--- src/design/tvw_pkg.sv ---
`timescale 1ns / 1ps

package tvw_pkg;

  // Table geometry
  localparam int MAX_VERTICES = 4096;
  localparam int ADDR_W       = $clog2(MAX_VERTICES);
  localparam int CNT_W        = $clog2(MAX_VERTICES + 1);
  localparam int IDX_W        = 13;
  localparam int COORD_W      = 32;
  localparam int RADIUS_W     = 31;
  localparam int R2_W         = 2 * RADIUS_W;
  localparam int MAG_W        = COORD_W + 1;
  localparam int SQ_W         = 2 * COORD_W;
  localparam int SUM_W        = SQ_W + 2;
  localparam int FRONT_DEPTH  = 2;

  // One stored vertex
  typedef struct packed {
    logic signed [COORD_W-1:0] x;
    logic signed [COORD_W-1:0] y;
    logic signed [COORD_W-1:0] z;
  } vertex_t;

  // One input triangle
  typedef struct packed {
    logic signed [COORD_W-1:0] a_x;
    logic signed [COORD_W-1:0] a_y;
    logic signed [COORD_W-1:0] a_z;
    logic signed [COORD_W-1:0] b_x;
    logic signed [COORD_W-1:0] b_y;
    logic signed [COORD_W-1:0] b_z;
    logic signed [COORD_W-1:0] c_x;
    logic signed [COORD_W-1:0] c_y;
    logic signed [COORD_W-1:0] c_z;
  } face_t;

  // One welded face
  typedef struct packed {
    logic [IDX_W-1:0] index_a;
    logic [IDX_W-1:0] index_b;
    logic [IDX_W-1:0] index_c;
    logic             status;
  } result_t;

  // Head of the front queue, seen by the back end
  typedef struct packed {
    logic  valid;
    face_t face;
  } front_head_t;

  // Table entry entering the distance pipeline
  typedef struct packed {
    logic             valid;
    logic [CNT_W-1:0] idx;
    vertex_t          entry;
  } dist_req_t;

  // Compare result leaving the distance pipeline
  typedef struct packed {
    logic             valid;
    logic             match;
    logic [CNT_W-1:0] idx;
    logic             busy;
  } dist_res_t;

endpackage

--- src/design/tvw_front.sv ---
`timescale 1ns / 1ps

module tvw_front (
  input  logic                 clk,
  input  logic                 rst,
  input  logic                 push,
  output logic                 full,
  input  tvw_pkg::face_t       face,
  input  logic                 head_pop,
  output tvw_pkg::front_head_t head
);

  localparam int PTR_W = $clog2(tvw_pkg::FRONT_DEPTH);
  localparam int FCNT_W = $clog2(tvw_pkg::FRONT_DEPTH + 1);

  tvw_pkg::face_t     slots [tvw_pkg::FRONT_DEPTH];
  logic [PTR_W-1:0]   wr_ptr;
  logic [PTR_W-1:0]   rd_ptr;
  logic [FCNT_W-1:0]  fill;
  logic               do_push;
  logic               do_pop;

  assign full    = (fill == FCNT_W'(tvw_pkg::FRONT_DEPTH));
  assign do_push = push & ~full;
  assign do_pop  = head_pop & (fill != '0);

  assign head.valid = (fill != '0);
  assign head.face  = slots[rd_ptr];

  // Slot storage
  always_ff @(posedge clk) begin
    if (do_push) begin
      slots[wr_ptr] <= face;
    end
  end

  // Pointers and fill level
  always_ff @(posedge clk) begin
    if (rst) begin
      wr_ptr <= '0;
      rd_ptr <= '0;
      fill   <= '0;
    end else begin
      if (do_push) begin
        wr_ptr <= (wr_ptr == PTR_W'(tvw_pkg::FRONT_DEPTH - 1)) ? '0 : wr_ptr + 1'b1;
      end
      if (do_pop) begin
        rd_ptr <= (rd_ptr == PTR_W'(tvw_pkg::FRONT_DEPTH - 1)) ? '0 : rd_ptr + 1'b1;
      end
      if (do_push && !do_pop) begin
        fill <= fill + 1'b1;
      end else if (do_pop && !do_push) begin
        fill <= fill - 1'b1;
      end
    end
  end

  assert property (@(posedge clk) disable iff (rst)
    fill <= FCNT_W'(tvw_pkg::FRONT_DEPTH))
    else $error("front queue overfilled");

  assert property (@(posedge clk) disable iff (rst)
    (fill == '0) |-> (wr_ptr == rd_ptr))
    else $error("front queue pointers disagree when empty");

  assert property (@(posedge clk) disable iff (rst)
    (do_push && !do_pop) |=> (fill == $past(fill) + 1'b1))
    else $error("front queue lost a transfer");

endmodule

--- config.mk ---
export PLATFORM = sky130hd
export DESIGN_NAME = tvw_front
export DESIGN_NICKNAME = d
export VERILOG_FILES = /design/src/design/tvw_pkg.sv /design/src/design/tvw_front.sv
export SDC_FILE = /design/constraint.sdc
export NUM_CORES = 1
export LEC_CHECK = 0
export BUFFER_PORTS_ARGS = -buffer_cell sky130_fd_sc_hd__buf_4
export CAP_MARGIN = 20
export CORE_MARGIN = 5
export CORE_UTILIZATION = 28
export CTS_CLUSTER_DIAMETER = 80
export DETAILED_ROUTE_END_ITERATION = 6
export GPL_TIMING_DRIVEN = 1
export PLACE_DENSITY_LB_ADDON = 0.1
export SKIP_CTS_REPAIR_TIMING = 1
export SLEW_MARGIN = 10
export SYNTH_ARGS = -nofsm -noshare
export SYNTH_HDL_FRONTEND = slang
export SYNTH_SLANG_ARGS = --single-unit
--- constraint.sdc ---
create_clock -name clk -period 18.7 [get_ports clk]
set_input_delay 2.805 -clock clk [delete_from_list [all_inputs] [get_ports clk]]
set_output_delay 2.805 -clock clk [all_outputs]
set_load 0.005 [all_outputs]
==> results.md, run 1 <==
- PortBufs: 581
- Cells along the critical path: buf_4 -> buf_4 -> buf_4 -> mux2_4 -> buf_4
- Hold Path Class: reg -> reg
- Reg area: 0.0174 sq mm
- Slew Limit Fails: 0
- Fin. Hold Viols: 0
- Chip Height: 289 microns
- Vias in the first global route: 11700
- Starting Density: 0.282
- YS warnings: 0
- VDD IR-drop max: 0.106 mV
- Post-Layout Cell Count: 2644
- FMAX: 137 MHz
- Root buf cell: clkbuf_16
- Setup TNS: 0 ns
- Avg Inst Size Synth: 23.7 sq um
- Sequential area share after synthesis: 0.797
- Worst-case clock buffer depth: 3
- Final setup vio count: 0
- Drt drc: 0
- Die ar.: 0.0837 sq mm
- Routed wire length per instance: 21.1 microns
- Crit end category: output pin
- CTS tree: built
- Reg2reg path depth: 5
- Vias per cell: 4.13
- Syn Nets: 1214
- Reg2reg setup slack: 14.99 ns
- Top-area cell type share of the netlist area: 0.792
- FP Rows: 102
- CTS H-tree lvls: 3
- Fin crit share: 0.390
- ANT nets after route: 0
- CP startpoint kind: flop
- Largest net degree at the start of global routing: 99
- Nets: 1845
- Inst Count DP: 2522
- DR iter-0 viols: 643
- Status: complete, no violations
- Vias: 10900
- Reg clk slew, reported paths: 0.06 ns
- Synthesis-to-finish area growth: 34.9%
- CP max FO: 48
- Synthesis-stage register bit count: 581
- Post-DP HPWL: 38600 microns
- Tmin final: 7.29 ns
- Cells after Synth: 921
- All-Layer GR Usage: 0.126
- Fill cells: 7324
- Final Skew: 0.0277 ns
- Slew headroom: 0.291
- Largest area contributor in the netlist: edfxtp_1
- Final Instance Area: 0.0295 sq mm
- DIE WIDTH: 289 microns
- CP Class: reg -> out
- CTS Buf Count: 67
- RSZ-0062 raised after global routing: false
- Power Density: 136 mW/mm^2
- LEAKAGE: 11.2 nW
- Worst Path Required: 15.89 ns
- GP Congestion: 0.724
- Worst-skew pair later-pin latency: 0.59 ns
- Delay of the slowest critical-path stage: 0.87 ns
- Core area: 0.0773 sq mm
- Layout cells sized above 1: 0.611
- Global-route wire length before repair: 77700 microns
- CTS Sinks: 581
- # IOs: 582
- Crit Reg-Reg Endpoint: slots[0][74]
- DRT Pass-1 Iters: 6
- CP endpoint: head[79]
- Top post-synthesis cells by area: edfxtp_1 79%, mux2_4 14%, mux2_2 4.5%
- Post-Syn Area: 0.0218 sq mm
- Data arrival, critical path: 4.48 ns
- Cell variety after synth: 16
- Grt ovf: 0
- Reg2reg start: fill[0]
- Hold WS: 0.495 ns
- Area of the multi-input gates: 0.00411 sq mm
- CP max stage cell: buf_4
- Max_cap viols: 0
- Worst Tran Pin Value: 1.06 ns
- Most used cell, CP: buf_4
- Area post-placement: 0.0273 sq mm
- Final wirelength: 55800 microns
- Initial antenna violation count: 14
cell type report:
type	count	area share
timing repair buffer	594	0.152
tap	1040	0.0442
antenna	4	0.000340
multi-input combinational	306	0.140
inverter	2	0.000510
clock inverter	37	0.0115
clock buffer	80	0.0614
sequential	581	0.591
routing by layer:
| layer | track usage | part of all wire | up-vias |
|---|---|---|---|
| li1 | - | - | 4954 |
| met1 | 0.140 | 0.36 | 5435 |
| met2 | 0.212 | 0.50 | 413 |
| met3 | 0.0619 | 0.11 | 101 |
| met4 | 0.0420 | 0.025 | 18 |
| met5 | 0 | 0.0021 | - |
report_power, final:
part / internal [mW] / switching (mW)
clock network: 0.758 / 0.512
registers: 1.64 / 0.0568
logic: 0.589 / 0.448
state kept, by name (all words and copies together), names as in the netlist, named ones only:
signal / flops
fill: 2
rd_ptr: 1
slots: 576
wr_ptr: 1
cells in the final DEF (no fill, tap or decap), drive strengths merged:
| cell | instances |
|---|---|
| buf | 594 |
| edfxtp | 576 |
| mux2 | 288 |
| clkbuf | 80 |
| clkinv | 31 |
| bufinv | 5 |
| dfxtp | 5 |
| diode | 4 |
| nor2 | 4 |
| o21ai | 3 |
| xor2 | 3 |
| inv | 3 |
| or3 | 2 |
| a21oi | 2 |
| nor2b | 1 |
| or2 | 1 |
| and2 | 1 |
| ha | 1 |
cell usage after synthesis, drive strengths merged:
master / number
nor2b: 1
a21oi: 2
nor2: 4
mux2: 288
or3: 2
inv: 2
ha: 1
o21ai: 3
and2: 1
edfxtp: 576
or2: 1
buf: 32
xor2: 3
dfxtp: 5
through the flow:
step           setup WS, ns  total power, mW   util
2_1_floorplan          8.48             2.33      -
3_3_place_gp          11.93             2.79  0.353
6_report              11.41             4.00  0.381
3_5_place_dp          11.87             2.80  0.353
5_1_grt               11.09             4.21  0.381
4_1_cts               11.21             4.10  0.380
worst max-delay path: cells and delay by family (launching register included):
family | cells | cell delay, ns
multiplexers | 1 | 0.36
flip-flops | 1 | 0.85
buffers and inverters | 4 | 2.53
worst min-delay path by stage:
| stage | startpoint | to | slack (ns) | cells after the start |
|---|---|---|---|---|
| floorplan | wr_ptr | wr_ptr | 0.45 | 2 |
| global placement | wr_ptr | wr_ptr | 0.47 | 2 |
| detailed placement | wr_ptr | wr_ptr | 0.48 | 2 |
| CTS | wr_ptr | wr_ptr | 0.49 | 2 |
| global route | wr_ptr | wr_ptr | 0.52 | 2 |
| finish | wr_ptr | wr_ptr | 0.49 | 2 |
cells by family after synthesis:
kind of cell | count (synthesis) | synth area share
xor gates and xnor gates | 3 | 0.00120
and+or+nand+nor | 9 | 0.00212
adders and majority gates | 1 | 0.000573
buffers and inverters | 34 | 0.0151
muxes | 288 | 0.183
DFF | 581 | 0.797
AOI/OAI and AO/OA | 5 | 0.00115
No activity file was read; power rests on OpenSTA's default activity.
==> inputs of run 2 (changes only) <==
Clock period 18.7 ns to 7.3 ns, I/O delays scaled along.
==> run 2 against run 1 <==
Design area about the same; register-to-register slack got worse by 10 ns; via count fell by 0.92%; critical path type unchanged; die area is the same; wire length is 0.73% higher.
==> results.md, run 2 (synthesis results as in run 1) <==
- Status: complete, no violations
- Worst-skew pair later-pin latency: 0.60 ns (about the same)
- Placement Setup Slack: 4.04 ns (-7.83 ns)
- Crit Reg-Reg Endpoint: slots[1][86]
- NetSw: 2.63 mW (+160%)
- Hold Path Class: reg -> reg
- VDD IR-drop max: 0.183 mV (+74%)
- Slew Limit Fails: 0 (unchanged)
- Met3 GRT Util: 0.0614 (-0.000472)
- Drt drc: 0 (unchanged)
- Gr busiest metal: met2
- Crit end category: output pin
- DIE WIDTH: 289 microns (unchanged)
- Routed wire length per instance: 21.2 microns (+0.62%)
- Met2 Use GR: 0.213 (+0.00183)
- Layout cells sized above 1: 0.606 (-0.00475)
- Fin crit share: 0.530
- Reg2reg start: fill[0]
- Post-Layout Cell Count: 2647 (+0.11%)
- Final wirelength: 56200 microns (+0.73%)
- Top flop regs: slots x576, fill x2
- CP startpoint kind: flop
- DR iter-0 viols: 522 (-19%)
- Hold Crit Start: wr_ptr
- GP Congestion: 0.733 (+1.3%)
- All-Layer GR Usage: 0.127 (+0.000856)
- # IOs: 582 (unchanged)
- Final setup vio count: 0 (unchanged)
- Worst Path Required: 6.20 ns (-9.69 ns)
- Vias in the first global route: 11600 (-0.72%)
- Worst setup margin: 3.43 ns (-7.98 ns)
- Vias per cell: 4.09 (-1.0%)
- Delay of the slowest critical-path stage: 0.73 ns (-0.14 ns)
- Largest net degree at the start of global routing: 158 (+60%)
- Vias: 10800 (-0.92%)
- Chip Height: 289 microns (unchanged)
- DRT Pass-1 Iters: 5 (-1)
- Root buf cell: clkbuf_16
- Reg2reg setup slack: 4.92 ns (-10.07 ns)
- Reg2reg path depth: 4 (-1)
- Register with the most flip-flops: slots
- Starting Density: 0.282 (unchanged)
- LEAKAGE: 11.1 nW (-0.23%)
- Worst-case clock buffer depth: 3 (unchanged)
- Internal power: 7.66 mW (+160%)
- Core area: 0.0773 sq mm (unchanged)
- Hold Path Depth: 2 (unchanged)
- Fin. Hold Viols: 0 (unchanged)
- Combinational Power Share: 0.262 (+0.003)
- GR met1 Demand/Resource: 0.142 (+0.00209)
- Synthesis-to-finish area growth: 35.0% (about the same)
- Grt ovf: 0 (unchanged)
- CP Class: reg -> out
- Sequential Power Share: 0.422 (-0.002)
- Post-DP HPWL: 38500 microns (-0.19%)
- Final Skew: 0.0270 ns (-0.000722 ns)
- FMAX: 258 MHz
- Tmin final: 3.87 ns
- Most common cell after layout, fill and taps aside: buf_4
- CTS Buf Count: 68 (+1.5%)
- CP max FO: 116 (+140%)
- FP Rows: 102 (unchanged)
- Worst Tran Pin Value: 1.27 ns (+0.206 ns)
- Sw Share: 0.256 (+0.00147)
- Max_cap viols: 0 (unchanged)
- Nets: 1840 (-0.27%)
- Hold EP: wr_ptr
- Power Density: 349 mW/mm^2 (+160%)
- PortBufs: 581 (unchanged)
- Data arrival, critical path: 2.78 ns (-1.70 ns)
- ANT nets after route: 0 (unchanged)
- Slew headroom: 0.153 (-0.137)
- CTS Sinks: 581 (unchanged)
- Most frequent cells in the layout: 582 x buf_4, 576 x edfxtp_1, 201 x mux2_4
- Hold WS: 0.499 ns (+0.00369 ns)
- Global-route wire length before repair: 78100 microns (+0.45%)
- CP max stage cell: dfxtp_4
- Clk pwr share: 0.316 (about the same)
- Reg clk slew, reported paths: 0.06 ns (about the same)
- Fill cells: 7273 (-0.70%)
- Inst Count DP: 2517 (-0.20%)
- CTS H-tree lvls: 3 (unchanged)
- Max reg flops: 576 (unchanged)
- Setup TNS: 0 ns (unchanged)
- CTS tree: built
- Cells along the critical path: buf_12 -> mux2_4 -> buf_4
- Initial antenna violation count: 11 (-3)
- Die ar.: 0.0837 sq mm (unchanged)
- RSZ-0062 raised after global routing: false
-- run 2: per-stage QoR --
stage | instance area [sq um] | power, mW | utilization
final | 29500 | 10.3 | 0.381
after global routing | 29500 | 10.8 | 0.381
after CTS | 29500 | 10.5 | 0.381
after detailed placement | 27300 | 7.19 | 0.353
after global placement | 27300 | 7.18 | 0.353
after floorplan | 21800 | 5.90 | -
-- run 2: how the worst max path moves through the flow --
| stage | to | depth (start not counted) | slack [ns] | start |
|---|---|---|---|---|
| final | head[107] | 3 | 3.43 | flop |
| after global routing | head[107] | 3 | 3.31 | flop |
| after CTS | head[107] | 3 | 3.37 | flop |
| after detailed placement | head[107] | 3 | 4.04 | flop |
| after global placement | head[107] | 3 | 4.07 | flop |
| after floorplan | slots[0][0] | 3 | 1.30 | push |
-- run 2: metal layers --
layer  vias up  routed length (microns)  part of all wire
met1      5371                    20900              0.37
met4        12                     1320             0.024
li1       4944                        -                 -
met3        93                     5920              0.11
met5         -                       66            0.0012
met2       400                    28000              0.50
-- run 2: final cells by class --
class / instances / area, sq um / area share
Sequential cell: 581 / 17400 / 0.590
Timing Repair Buffer: 588 / 4490 / 0.152
Antenna cell: 6 / 15.0 / 0.000509
Clock inverter: 34 / 329 / 0.0112
Inverter: 2 / 11.3 / 0.000382
Clock buffer: 90 / 1830 / 0.0620
Multi-Input combinational cell: 306 / 4110 / 0.139
Tap cell: 1040 / 1300 / 0.0441
-- run 2: power groups by stage --
stage               combinational (mW)  sequential [mW]  clock, mW
global placement                  2.78             4.40          0
CTS                               2.79             4.34       3.39
detailed placement                2.78             4.41          0
finish                            2.70             4.34       3.25
global route                      2.90             4.37       3.53
floorplan                         1.49             4.41          0
-- run 2: worst max-delay path, delay by kind of cell (launching register included) --
kind / cells / cell delay (ns)
DFF: 1 / 0.73
muxes: 1 / 0.36
buffers and inverters: 2 / 0.66
